--- src/rtl/sltc_pkg.sv ---
// shared types, constants and character classes for the source lexer
package sltc_pkg;

    localparam int KEYWORD_SLOTS = 8;
    localparam int PREFIX_LEN    = 5;
    localparam int LEN_SAT       = 65535;
    localparam int LEN_W         = 16;
    localparam int PREFIX_IDX_W  = $clog2(PREFIX_LEN);
    localparam int KW_COUNT      = 8;
    localparam int KW_MAX        = 5;

    localparam int FIFO_DEPTH    = 4;
    localparam int FIFO_PTR_W    = $clog2(FIFO_DEPTH);
    localparam int FIFO_CNT_W    = $clog2(FIFO_DEPTH + 1);

    localparam int IN_TDATA_W    = 8;
    localparam int OUT_TDATA_W   = 40;
    localparam int OUT_TUSER_W   = 3;

    typedef enum logic [2:0] {
        KIND_IDENT   = 3'd0,
        KIND_KEYWORD = 3'd1,
        KIND_NUMBER  = 3'd2,
        KIND_OPER    = 3'd3,
        KIND_STRING  = 3'd4,
        KIND_ERROR   = 3'd5
    } kind_t;

    localparam logic [7:0] CH_NUL   = 8'h00;
    localparam logic [7:0] CH_TAB   = 8'h09;
    localparam logic [7:0] CH_NL    = 8'h0a;
    localparam logic [7:0] CH_SPACE = 8'h20;
    localparam logic [7:0] CH_QUOTE = 8'h22;
    localparam logic [7:0] CH_STAR  = 8'h2a;
    localparam logic [7:0] CH_SLASH = 8'h2f;
    localparam logic [7:0] CH_EQ    = 8'h3d;
    localparam logic [7:0] CH_BSL   = 8'h5c;

    localparam logic [7:0] KW_TEXT [KW_COUNT][KW_MAX] = '{
        '{"i", "f", 8'd0, 8'd0, 8'd0},
        '{"e", "l", "s", "e", 8'd0},
        '{"f", "o", "r", 8'd0, 8'd0},
        '{"w", "h", "i", "l", "e"},
        '{"d", "o", 8'd0, 8'd0, 8'd0},
        '{"i", "n", "t", 8'd0, 8'd0},
        '{"r", "e", "a", "d", 8'd0},
        '{"w", "r", "i", "t", "e"}
    };
    localparam logic [2:0] KW_LEN [KW_COUNT] = '{
        3'd2, 3'd4, 3'd3, 3'd5, 3'd2, 3'd3, 3'd4, 3'd5
    };

    typedef struct packed {
        kind_t             kind;
        logic [2:0]        kw_idx;
        logic [7:0]        c1;
        logic [7:0]        c2;
        logic [LEN_W-1:0]  len;
        logic              last;
    } token_t;

    function automatic token_t mk_tok(kind_t kind, logic [2:0] kw, logic [7:0] c1,
                                      logic [7:0] c2, logic [LEN_W-1:0] len);
        token_t t;
        t.kind   = kind;
        t.kw_idx = kw;
        t.c1     = c1;
        t.c2     = c2;
        t.len    = len;
        t.last   = 1'b0;
        return t;
    endfunction

    function automatic logic is_alpha(logic [7:0] c);
        return (c >= "a" && c <= "z") || (c >= "A" && c <= "Z");
    endfunction

    function automatic logic is_digit(logic [7:0] c);
        return c >= "0" && c <= "9";
    endfunction

    function automatic logic is_space(logic [7:0] c);
        return c == CH_SPACE || c == CH_TAB || c == CH_NL;
    endfunction

    function automatic logic is_oper(logic [7:0] c);
        return c == "+" || c == "-" || c == "*" || c == "(" || c == ")" ||
               c == "{" || c == "}" || c == ";" || c == "," || c == ":";
    endfunction

    function automatic logic is_cmp(logic [7:0] c);
        return c == ">" || c == "<" || c == "=" || c == "!";
    endfunction

endpackage

--- src/rtl/source_lexer_tokenizer_core.sv ---
// source lexer: character stream in, token stream out
//
// input channel s_axis: one source byte per transaction in tdata[7:0];
// tlast marks end of source, flushes a pending token and returns to idle
// (the byte is then ignored)
// output channel m_axis: one token per transaction; tuser holds the kind,
// tdata holds keyword index, first and second characters and length;
// tlast is set on the final token caused by one input byte
// an accepted byte passes the input register, then the token queue, from
// which its tokens are offered on the output channel
// throughput: one byte per cycle while the token queue has room; a byte that ends
// one token and is itself a one-character token costs two output transactions,
// set by the single output port; a four-entry token queue decouples the sides, so input
// is still taken while the receiver stalls, until the queue has less than two free slots
// reset: state returns to idle, token queue and input register are emptied
// no clearing pass is needed after reset
module source_lexer_tokenizer_core
    import sltc_pkg::*;
(
    input  logic                    aclk,
    input  logic                    aresetn,
    input  logic                    s_axis_tvalid,
    output logic                    s_axis_tready,
    input  logic [IN_TDATA_W-1:0]   s_axis_tdata,   // ch[7:0]
    input  logic                    s_axis_tlast,
    output logic                    m_axis_tvalid,
    input  logic                    m_axis_tready,
    output logic [OUT_TDATA_W-1:0]  m_axis_tdata,   // keyword_index[2:0], first_char[10:3],
                                                    // second_char[18:11], length[34:19]
    output logic [OUT_TUSER_W-1:0]  m_axis_tuser,   // kind[2:0]
    output logic                    m_axis_tlast
);

    typedef enum logic [3:0] {
        MODE_IDLE,
        MODE_IDENT,
        MODE_NUMBER,
        MODE_CMP,
        MODE_SLASH,
        MODE_COMMENT,
        MODE_CSTAR,
        MODE_STRING,
        MODE_SESC,
        MODE_HALT
    } mode_t;

    // input register
    logic                   in_valid_reg, in_valid_next;
    logic [7:0]             in_ch_reg;
    logic                   in_last_reg;

    // lexer state
    mode_t                  mode_reg, mode_next;
    logic [LEN_W-1:0]       len_reg, len_next;
    logic [7:0]             held_reg, held_next;
    logic [7:0]             prefix_reg [PREFIX_LEN];

    // token queue
    token_t                 fifo_reg [FIFO_DEPTH];
    logic [FIFO_PTR_W-1:0]  wr_ptr_reg, wr_ptr_next;
    logic [FIFO_PTR_W-1:0]  rd_ptr_reg, rd_ptr_next;
    logic [FIFO_CNT_W-1:0]  cnt_reg, cnt_next;

    logic                   fire;
    logic                   s_accept;
    logic                   m_accept;
    token_t                 head;

    // current token view
    logic                   kw_hit;
    logic [2:0]             kw_idx;
    logic [7:0]             tok_c1;
    logic [7:0]             tok_c2;
    token_t                 word_tok;

    // per-byte decisions
    logic                   flush_v;
    token_t                 flush_tok;
    logic                   idle_go;
    logic                   idle_v;
    token_t                 idle_tok;
    logic                   add_c;
    logic                   restart;
    logic [LEN_W-1:0]       base_len;
    logic                   pre_we;
    logic [PREFIX_IDX_W-1:0] pre_idx;
    logic [1:0]             n_res;
    token_t                 r0;
    token_t                 r1;

    assign fire          = in_valid_reg && (cnt_reg <= FIFO_CNT_W'(FIFO_DEPTH - 2));
    assign s_axis_tready = !in_valid_reg || fire;
    assign s_accept      = s_axis_tvalid && s_axis_tready;
    assign in_valid_next = s_accept || (in_valid_reg && !fire);

    assign head          = fifo_reg[rd_ptr_reg];
    assign m_axis_tvalid = cnt_reg != '0;
    assign m_accept      = m_axis_tvalid && m_axis_tready;
    assign m_axis_tdata  = OUT_TDATA_W'({head.len, head.c2, head.c1, head.kw_idx});
    assign m_axis_tuser  = head.kind;
    assign m_axis_tlast  = head.last;

    // keyword compare, lowest slot wins
    always_comb begin
        logic m;
        kw_hit = 1'b0;
        kw_idx = 3'd0;
        for (int k = KEYWORD_SLOTS - 1; k >= 0; k--) begin
            m = (len_reg == LEN_W'(KW_LEN[k]));
            for (int i = 0; i < KW_MAX; i++) begin
                if (3'(i) < KW_LEN[k] && prefix_reg[i] != KW_TEXT[k][i]) begin
                    m = 1'b0;
                end
            end
            if (m) begin
                kw_hit = 1'b1;
                kw_idx = 3'(k);
            end
        end
    end

    assign tok_c1   = (len_reg >= LEN_W'(1)) ? prefix_reg[0] : 8'd0;
    assign tok_c2   = (len_reg >= LEN_W'(2)) ? prefix_reg[1] : 8'd0;
    assign word_tok = kw_hit ? mk_tok(KIND_KEYWORD, kw_idx, tok_c1, tok_c2, len_reg)
                             : mk_tok(KIND_IDENT, 3'd0, tok_c1, tok_c2, len_reg);

    always_comb begin
        mode_next = mode_reg;
        len_next  = len_reg;
        held_next = held_reg;
        flush_v   = 1'b0;
        flush_tok = mk_tok(KIND_IDENT, 3'd0, 8'd0, 8'd0, '0);
        idle_go   = 1'b0;
        idle_v    = 1'b0;
        idle_tok  = mk_tok(KIND_IDENT, 3'd0, 8'd0, 8'd0, '0);
        add_c     = 1'b0;
        restart   = 1'b0;
        base_len  = len_reg;
        pre_we    = 1'b0;
        pre_idx   = '0;

        if (in_last_reg) begin
            case (mode_reg)
                MODE_IDENT: begin
                    flush_v   = 1'b1;
                    flush_tok = word_tok;
                end
                MODE_NUMBER: begin
                    flush_v   = 1'b1;
                    flush_tok = mk_tok(KIND_NUMBER, 3'd0, tok_c1, tok_c2, len_reg);
                end
                MODE_CMP: begin
                    flush_v   = 1'b1;
                    flush_tok = mk_tok(KIND_OPER, 3'd0, held_reg, 8'd0, LEN_W'(1));
                end
                MODE_SLASH: begin
                    flush_v   = 1'b1;
                    flush_tok = mk_tok(KIND_OPER, 3'd0, CH_SLASH, 8'd0, LEN_W'(1));
                end
                MODE_STRING, MODE_SESC: begin
                    flush_v   = 1'b1;
                    flush_tok = mk_tok(KIND_ERROR, 3'd0, tok_c1, tok_c2, len_reg);
                end
                default: ;
            endcase
            mode_next = MODE_IDLE;
            len_next  = '0;
        end else begin
            case (mode_reg)
                MODE_IDENT: begin
                    if (is_alpha(in_ch_reg) || is_digit(in_ch_reg)) begin
                        add_c = 1'b1;
                    end else begin
                        flush_v   = 1'b1;
                        flush_tok = word_tok;
                        idle_go   = 1'b1;
                    end
                end
                MODE_NUMBER: begin
                    if (is_digit(in_ch_reg)) begin
                        add_c = 1'b1;
                    end else begin
                        flush_v   = 1'b1;
                        flush_tok = mk_tok(KIND_NUMBER, 3'd0, tok_c1, tok_c2, len_reg);
                        idle_go   = 1'b1;
                    end
                end
                MODE_CMP: begin
                    flush_v = 1'b1;
                    if (in_ch_reg == CH_EQ) begin
                        flush_tok = mk_tok(KIND_OPER, 3'd0, held_reg, CH_EQ, LEN_W'(2));
                        mode_next = MODE_IDLE;
                    end else begin
                        flush_tok = mk_tok(KIND_OPER, 3'd0, held_reg, 8'd0, LEN_W'(1));
                        idle_go   = 1'b1;
                    end
                end
                MODE_SLASH: begin
                    if (in_ch_reg == CH_STAR) begin
                        mode_next = MODE_COMMENT;
                    end else begin
                        flush_v   = 1'b1;
                        flush_tok = mk_tok(KIND_OPER, 3'd0, CH_SLASH, 8'd0, LEN_W'(1));
                        idle_go   = 1'b1;
                    end
                end
                MODE_COMMENT: begin
                    if (in_ch_reg == CH_STAR) begin
                        mode_next = MODE_CSTAR;
                    end
                end
                MODE_CSTAR: begin
                    if (in_ch_reg == CH_SLASH) begin
                        mode_next = MODE_IDLE;
                    end else if (in_ch_reg != CH_STAR) begin
                        mode_next = MODE_COMMENT;
                    end
                end
                MODE_STRING: begin
                    if (in_ch_reg == CH_QUOTE) begin
                        flush_v   = 1'b1;
                        flush_tok = mk_tok(KIND_STRING, 3'd0, tok_c1, tok_c2, len_reg);
                        mode_next = MODE_IDLE;
                    end else if (in_ch_reg == CH_BSL) begin
                        mode_next = MODE_SESC;
                    end else begin
                        add_c = 1'b1;
                    end
                end
                MODE_SESC: begin
                    add_c     = 1'b1;
                    mode_next = MODE_STRING;
                end
                MODE_HALT: ;
                default: begin
                    idle_go = 1'b1;
                end
            endcase
        end

        // a byte seen with the block idle, or the byte that ended the previous token
        if (idle_go) begin
            mode_next = MODE_IDLE;
            if (is_space(in_ch_reg)) begin
                mode_next = MODE_IDLE;
            end else if (is_alpha(in_ch_reg)) begin
                restart   = 1'b1;
                add_c     = 1'b1;
                mode_next = MODE_IDENT;
            end else if (is_digit(in_ch_reg)) begin
                restart   = 1'b1;
                add_c     = 1'b1;
                mode_next = MODE_NUMBER;
            end else if (is_oper(in_ch_reg)) begin
                idle_v   = 1'b1;
                idle_tok = mk_tok(KIND_OPER, 3'd0, in_ch_reg, 8'd0, LEN_W'(1));
            end else if (is_cmp(in_ch_reg)) begin
                held_next = in_ch_reg;
                mode_next = MODE_CMP;
            end else if (in_ch_reg == CH_SLASH) begin
                mode_next = MODE_SLASH;
            end else if (in_ch_reg == CH_QUOTE) begin
                len_next  = '0;
                mode_next = MODE_STRING;
            end else begin
                idle_v    = 1'b1;
                idle_tok  = mk_tok(KIND_ERROR, 3'd0, in_ch_reg, 8'd0, LEN_W'(1));
                mode_next = MODE_HALT;
            end
        end

        // append one character: store it in the prefix while there is room, count it in the length
        if (add_c) begin
            base_len = restart ? '0 : len_reg;
            if (base_len < LEN_W'(PREFIX_LEN)) begin
                pre_we  = 1'b1;
                pre_idx = base_len[PREFIX_IDX_W-1:0];
            end
            len_next = (base_len < LEN_W'(LEN_SAT)) ? base_len + LEN_W'(1) : base_len;
        end
    end

    always_comb begin
        if (flush_v) begin
            r0    = flush_tok;
            r1    = idle_tok;
            n_res = idle_v ? 2'd2 : 2'd1;
        end else begin
            r0    = idle_tok;
            r1    = idle_tok;
            n_res = idle_v ? 2'd1 : 2'd0;
        end
        r0.last = (n_res == 2'd1);
        r1.last = 1'b1;
    end

    always_comb begin
        wr_ptr_next = wr_ptr_reg;
        rd_ptr_next = rd_ptr_reg;
        cnt_next    = cnt_reg;
        if (fire) begin
            wr_ptr_next = wr_ptr_reg + FIFO_PTR_W'(n_res);
            cnt_next    = cnt_next + FIFO_CNT_W'(n_res);
        end
        if (m_accept) begin
            rd_ptr_next = rd_ptr_reg + FIFO_PTR_W'(1);
            cnt_next    = cnt_next - FIFO_CNT_W'(1);
        end
    end

    always_ff @(posedge aclk) begin
        if (!aresetn) begin
            in_valid_reg <= 1'b0;
            mode_reg     <= MODE_IDLE;
            len_reg      <= '0;
            held_reg     <= 8'd0;
            wr_ptr_reg   <= '0;
            rd_ptr_reg   <= '0;
            cnt_reg      <= '0;
        end else begin
            in_valid_reg <= in_valid_next;
            if (fire) begin
                mode_reg <= mode_next;
                len_reg  <= len_next;
                held_reg <= held_next;
            end
            wr_ptr_reg <= wr_ptr_next;
            rd_ptr_reg <= rd_ptr_next;
            cnt_reg    <= cnt_next;
        end
    end

    always_ff @(posedge aclk) begin
        if (s_accept) begin
            in_ch_reg   <= s_axis_tdata;
            in_last_reg <= s_axis_tlast;
        end
        if (fire && pre_we) begin
            prefix_reg[pre_idx] <= in_ch_reg;
        end
        if (fire && n_res != 2'd0) begin
            fifo_reg[wr_ptr_reg] <= r0;
        end
        if (fire && n_res == 2'd2) begin
            fifo_reg[wr_ptr_reg + FIFO_PTR_W'(1)] <= r1;
        end
    end

endmodule

--- config.mk ---
export PLATFORM = sky130hd
export DESIGN_NAME = source_lexer_tokenizer_core
export DESIGN_NICKNAME = d
export VERILOG_FILES = /design/src/rtl/sltc_pkg.sv /design/src/rtl/source_lexer_tokenizer_core.sv
export SDC_FILE = /design/constraint.sdc
export NUM_CORES = 1
export LEC_CHECK = 0
export BUFFER_PORTS_ARGS = -buffer_cell sky130_fd_sc_hd__buf_2
export CORE_MARGIN = 2
export CORE_UTILIZATION = 50
export DETAILED_ROUTE_END_ITERATION = 10
export HOLD_SLACK_MARGIN = 0.05
export PLACE_DENSITY = 0.68
export RECOVER_POWER = 25
export SYNTH_ARGS = -nofsm -noshare
export SYNTH_HDL_FRONTEND = slang
export SYNTH_SLANG_ARGS = --single-unit
--- constraint.sdc ---
create_clock -name aclk -period 4 [get_ports aclk]
set_clock_uncertainty 0.1 [all_clocks]
set_input_delay 0.6 -clock aclk [delete_from_list [all_inputs] [get_ports aclk]]
set_output_delay 0.6 -clock aclk [all_outputs]
set_load 0.005 [all_outputs]
# Word level (Yosys, flattened, before mapping)
# Memories as Yosys holds them, arrays and structs flattened. A register that Yosys moved wholly into a read port is not among the register bits.
# Cells that the tools add are included.
[word_totals]
regBits = 45
elab_cells = 274
inputBits = 13
ramBits = 196
output_inout_bits = 46
n_memories = 2
[classes]
n_eq_ne = 64
reduce_logical = 38
magnitude_cmp = 11
muxes = 140
n_bitwise = 4
add_sub_neg = 6
[memory_table]
columns = ["memory", "words", "width", "rd", "rd_ports_with_merged_regs", "write_ports", "line_no", "rtl"]
rows = [
  ["fifo_reg", 4, 39, 1, 1, 2, "source_lexer_tokenizer_core.sv:59", "token_t fifo_reg [FIFO_DEPTH];"],
  ["prefix_reg", 5, 8, 5, 0, 1, "source_lexer_tokenizer_core.sv:56", "logic [7:0] prefix_reg [PREFIX_LEN];"],
]
[ops]
columns = ["cell", "n"]
rows = [
  ["39-bit two-way mux", 11],
  ["39-bit case mux with 5 select lines", 2],
  ["16-bit two-way mux", 12],
  ["8-bit by 7-bit inequality test with 1-bit output, second input constant", 23],
  ["8-bit by 6-bit == test with 1-bit output, second input constant", 15],
  ["38-bit two-way mux", 2],
  ["37-bit two-way mux", 2],
  ["1-bit two-way mux", 72],
  ["4-bit two-way mux", 16],
  ["3-bit two-way mux", 12],
  ["16-bit by 2-bit == test with 1-bit output, second input constant", 2],
  ["16-bit by 3-bit == test with 1-bit output, second input constant", 2],
  ["8-bit by 7-bit == test with 1-bit output, second input constant", 3],
  ["4-bit case mux with 6 select lines", 1],
  ["23-bit two-way mux", 1],
  ["1-bit logical OR", 18],
  ["16-bit by 1-bit adder with 16-bit output, second input constant", 1],
  ["4-bit by 3-bit == test with 1-bit output, second input constant", 4],
  ["8-bit by 4-bit == test with 1-bit output, second input constant", 2],
  ["16-bit by 1-bit greater-or-equal comparator with 1-bit output, second input constant", 1],
  ["16-bit by 2-bit greater-or-equal comparator with 1-bit output, second input constant", 1],
  ["8-bit by 7-bit greater-or-equal comparator with 1-bit output, second input constant", 2],
  ["8-bit by 7-bit <= comparator with 1-bit output, second input constant", 2],
  ["16-bit < comparator, second input constant", 1],
  ["30 further kinds", 55],
]

# Longest topological paths before layout
[depth]
word_depth = 21
mapped_depth = 19
mapped_depth_nobuf = 16

# Worst setup path after synthesis
# Ideal clock, no wire load.
[synth_timing]
path_kind = "register -> register"
startpoint = "register in_ch_reg[1]"
endpoint = "register cnt_reg[2]"
t_required_ns = 3.772
setup_ns = 0.128
n_path_buf = 1
stages_incl_launch_ff = 18
arrival_ns = 3.722
path_slack_ns = 0.051
synth_period_minus_slack_ns = 3.949
cell_sequence = "edfxtp_1 or4_1 o22ai_1 o21ai_2 a211oi_2 and3_1 clkbuf_1 inv_1 ha_1 ha_1 inv_1 fa_1 nor2_1 a21oi_1 ha_1 nand2_1 xnor2_1 nor2_1"
[synth_via]
elab_chain_len = 21
word_cells_on_any_way = 68
cone_classes = "add/sub: 2; order compare: 6; eq/ne: 19; mux: 22; reduce/logical: 19"
[synth_rtl]
columns = ["element", "line_no", "rtl"]
rows = [
  ["start: declaration", "source_lexer_tokenizer_core.sv:49", "logic [7:0] in_ch_reg;"],
  ["start signal: assignment", "source_lexer_tokenizer_core.sv:335", "in_ch_reg <= s_axis_tdata;"],
  ["8-bit by 6-bit == test with 1-bit output", "sltc_pkg.sv:87", "return c == \"+\" || c == \"-\" || c == \"*\" || c == \"(\" || c == \")\" ||"],
  ["1-bit logical OR (6 in a row)", "sltc_pkg.sv:87", ""],
  ["1-bit logical OR (3 in a row)", "sltc_pkg.sv:88", "c == \"{\" || c == \"}\" || c == \";\" || c == \",\" || c == \":\";"],
  ["1-bit two-way mux", "source_lexer_tokenizer_core.sv:254", "end else if (is_oper(in_ch_reg)) begin"],
  ["1-bit two-way mux", "source_lexer_tokenizer_core.sv:250", "end else if (is_digit(in_ch_reg)) begin"],
  ["1-bit two-way mux", "source_lexer_tokenizer_core.sv:246", "end else if (is_alpha(in_ch_reg)) begin"],
  ["1-bit two-way mux", "source_lexer_tokenizer_core.sv:244", "if (is_space(in_ch_reg)) begin"],
  ["1-bit two-way mux", "source_lexer_tokenizer_core.sv:242", "if (idle_go) begin"],
  ["1-bit two-way mux / 2-bit two-way mux (equally long branches)", "source_lexer_tokenizer_core.sv:291, source_lexer_tokenizer_core.sv:287", ""],
  ["2-bit two-way mux (*)", "source_lexer_tokenizer_core.sv:284", "if (flush_v) begin"],
  ["3-bit by 2-bit adder with 3-bit output (*)", "source_lexer_tokenizer_core.sv:303", "cnt_next = cnt_next + FIFO_CNT_W'(n_res);"],
  ["3-bit two-way mux (*)", "source_lexer_tokenizer_core.sv:301", "if (fire) begin"],
  ["3-bit by 1-bit subtractor with 3-bit output", "source_lexer_tokenizer_core.sv:307", "cnt_next = cnt_next - FIFO_CNT_W'(1);"],
  ["3-bit two-way mux (*)", "source_lexer_tokenizer_core.sv:305", "if (m_accept) begin"],
  ["end signal: assignment", "source_lexer_tokenizer_core.sv:329", "cnt_reg <= cnt_next;"],
  ["end: declaration", "source_lexer_tokenizer_core.sv:62", "logic [FIFO_CNT_W-1:0] cnt_reg, cnt_next;"],
]
# Mark *: on every way between the ends. The rest lies on a longest branch, timed or not.
# A chain may end at the register's enable or synchronous reset.

# Worst setup path after layout
[layout_timing]
startpoint = "register in_ch_reg[6]"
endpoint = "register cnt_reg[1]"
# Same word-level chain as after synthesis.

==> flow_metrics.tcl <==
set metrics [dict create \
    num_vias 9270 \
    endpoint_kind "flip-flop" \
    avgRoutedWirePerCell_um 22.2 \
    core.rowCount 55 \
    start_util 0.509 \
    status "complete, but fails checks" \
    first_global_vias 8916 \
    synth_compound_area_frac 0.197 \
    grt_max_degree 29 \
    top_level_ports 59 \
    tritoncts.num_buffers 27 \
    layout.nets 1177 \
    layout-drive-gt1-share 0.202 \
    dr.first_iter.drc_count 904 \
    antenna_found_initial 0 \
    port_buffers 53 \
    die_w_um 156 \
    synthMuxAreaShare 0.0816 \
    vdd_drop_max_v 0.000372 \
    worstHoldStart "s_axis_tdata[2]" \
    dr.pass1.iters 5 \
    fmax_ghz 0.266 \
    seq_area_frac_synth 0.507 \
    async_reset_ff_frac 0 \
    min_path_type "in2reg" \
    reg2reg_from "in_ch_reg[6]$_DFFE_PP_" \
    synth_edf_count 97 \
    synth_xor_xnor_area_share 0.00456 \
    syn_inst 1069 \
    ys_ff_latch 243 \
    required_ns 4.29 \
    p_leak_nw 4.74 \
    cts_setup_buffers 0 \
    crit_start "in_ch_reg[6]$_DFFE_PP_" \
    fin_cells 1461 \
    grt_usage 0.267 \
    synth_warnings 0 \
    fin_util 0.589 \
    synth_cell_types 84 \
    setup_viol 0 \
    fin_crit_ns 3.76 \
    htreeDepth 1 \
    total_power_mw 6.90 \
    drc 0 \
    start_kind "flip-flop" \
    largest_reg_flops 156 \
    syn2layout_area_growth_pct 15.8 \
    ys.flop_type "dfxtp_1" \
    post-place-cells 1411 \
    hpwl_um 23100 \
    synthAdderAreaFrac 0.0104 \
    critical_path_class "reg2reg" \
    relSlewSlack -0.222 \
    antenna_cells 0 \
    core_area_mm2 0.0226 \
    cts-root-buf "clkbuf_16" \
    yosys.area_share.simple 0.159 \
    hold_viol_final 0 \
    syn_area_mm2 0.0115 \
    die_y_um 156 \
    path_clk_slew_ns 0.06 \
    cts_tree "built" \
    rsz0062_at_grt "no" \
    setup_tns_ns 0 \
    die_area_mm2 0.0243 \
    maxCapViolCount 1 \
    fill_cells 1859 \
    detail-route-antenna-nets 0 \
    gp_congestion 0.950 \
    detail_route.vias_per_cell 6.34 \
    clk_latency_ns 0.55 \
    cp_max_fo 11 \
    grt_overflow_total 0 \
    finalCritPeriodShare 0.939 \
    synth_top_family_by_area "compound AO/OA/AOI/OAI gates" \
    cts_resized 0 \
    p_per_area_mw_per_mm2 517 \
    hold_buffers 0 \
    cp.arrival_ns 4.04 \
    routed_wl_um 32400 \
    slew_viol_final 29 \
    hold_ws_ns 0.134 \
    clkSinkCount 243 \
    worst_pin_slew_ns 1.83 \
    cts_buffer_depth 3 \
    grt_pass1_wl_um 50600 \
    syn_avg_cell_area_um2 10.8 \
    violations "max-capacitance violations, max-slew violations" \
]
## layout by cell type, fill, tap and decap left out, types with 6 or more instances in the layout
master     count
dfxtp_1      145
nand2b_1      14
edfxtp_1      97
nor3b_1        6
a22o_1        61
nor4_1         9
a31oi_1       11
nand4b_1       8
mux4_2        39
o211ai_1      12
a32o_1        20
clkbuf_8       7
o22ai_1       39
buf_2         42
clkbuf_16     28
nor2b_1        7
nand4_1       17
nand2_1       93
clkbuf_1      15
ha_1           8
and3_1         8
nand3_1       29
a211oi_1       6
and2_1         9
buf_4         85
a21o_1        11
nor2_1        58
nor3_1        19
a21oi_1       35
or3_1         12
o21ai_0       62
o22a_1         8
nor4bb_1       6
inv_1         24
## Yosys cell counts (5+ instances only)
cell type / instances / share of area
a211oi_1: 6 / 0.0039
a21o_1: 11 / 0.0072
a21oi_1: 35 / 0.015
a22o_1: 61 / 0.046
a31oi_1: 11 / 0.0060
a32o_1: 20 / 0.017
a41oi_1: 5 / 0.0038
and2_1: 10 / 0.0054
and3_1: 8 / 0.0043
and3b_1: 5 / 0.0038
buf_1: 7 / 0.0023
buf_2: 14 / 0.0061
buf_4: 6 / 0.0039
clkbuf_1: 61 / 0.020
dfxtp_1: 146 / 0.25
edfxtp_1: 97 / 0.25
ha_1: 8 / 0.0087
inv_1: 24 / 0.0078
mux2i_1: 5 / 0.0043
mux4_2: 39 / 0.076
nand2_1: 93 / 0.030
nand2b_1: 14 / 0.0076
nand3_1: 29 / 0.013
nand4_1: 17 / 0.0092
nand4b_1: 8 / 0.0061
nor2_1: 58 / 0.019
nor2b_1: 7 / 0.0038
nor3_1: 19 / 0.0083
nor3b_1: 6 / 0.0039
nor4_1: 9 / 0.0049
nor4b_1: 5 / 0.0038
nor4bb_1: 6 / 0.0052
o211ai_1: 12 / 0.0078
o21ai_0: 63 / 0.027
o22a_1: 8 / 0.0061
o22ai_1: 39 / 0.021
or2_2: 5 / 0.0027
or3_1: 12 / 0.0065
xnor2_1: 5 / 0.0038
## power breakdown
group	total, mW	switching [mW]	leakage [nW]	internal (mW)
clock network	2.45	1.02	0.451	1.43
registers	2.85	0.157	2.08	2.69
logic	1.60	0.951	2.20	0.651
total	6.90	2.13	4.74	4.76
## through the flow
stage / cell area (um2) / setup WS (ns)
6_report: 13300 / 0.243
3_5_place_dp: 12500 / 0.305
2_1_floorplan: 11500 / 0.0508
3_3_place_gp: 12500 / 0.358
5_1_grt: 13300 / 0.0145
4_1_cts: 13400 / 0.259
## worst max-delay path, cell delays in order (launching register included)
cell and delay, ns:
edfxtp_1 0.40, buf_4 0.21, nor4b_4 0.30, nand2_1 0.07, o311ai_0 0.53, a211oi_2 0.11, and3_1 0.20, inv_1 0.10
ha_1 0.26, ha_1 0.18, inv_1 0.06, fa_1 0.41, nor2_1 0.11, a21oi_1 0.06, ha_1 0.28, nor2_1 0.04
nor2_1 0.11, nor2_1 0.05
## per-layer routing
| metal | GRT usage | wire (um) | up-vias | share of wire |
|---|---|---|---|---|
| met4 | 0.0935 | 1020 | 0 | 0.031 |
| met2 | 0.431 | 15200 | 396 | 0.47 |
| met5 | 0 | 0 | - | 0 |
| li1 | - | - | 4309 | - |
| met3 | 0.0442 | 2210 | 72 | 0.068 |
| met1 | 0.367 | 13900 | 4493 | 0.43 |
## path summary, 6_finish.rpt
path | slack, ns | cells after the start | endpoint
worst max register to register | 0.24 | 17 | cnt_reg[1]$_SDFF_PN0_
worst max-delay path | 0.24 | 17 | cnt_reg[1]$_SDFF_PN0_
worst min-delay path | 0.13 | 1 | in_ch_reg[2]$_DFFE_PP_
worst min register to register | 0.35 | 2 | fifo_reg[0][24]$_SDFFE_PP0P_
## kinds of logic (layout without fill, tap and decap cells)
group,Yosys count,count (layout)
and+or+nand+nor,336,336
AOI/OAI and AO/OA,315,315
DFF,243,243
buffers and inverters,114,217
muxes,45,45
adders and majority gates,9,9
xor gates and xnor gates,6,6
other,1,5
## layout make-up
| type | count | area [um2] | area share |
|---|---|---|---|
| Clock buffer | 38 | 810 | 0.0607 |
| Clock inverter | 12 | 90.1 | 0.00675 |
| Inverter | 26 | 97.6 | 0.00731 |
| Multi-Input combinational cell | 716 | 5240 | 0.392 |
| Sequential cell | 243 | 5840 | 0.437 |
| Tap cell | 285 | 357 | 0.0267 |
| Timing Repair Buffer | 141 | 917 | 0.0687 |
No activity file was read; power rests on OpenSTA's default activity.
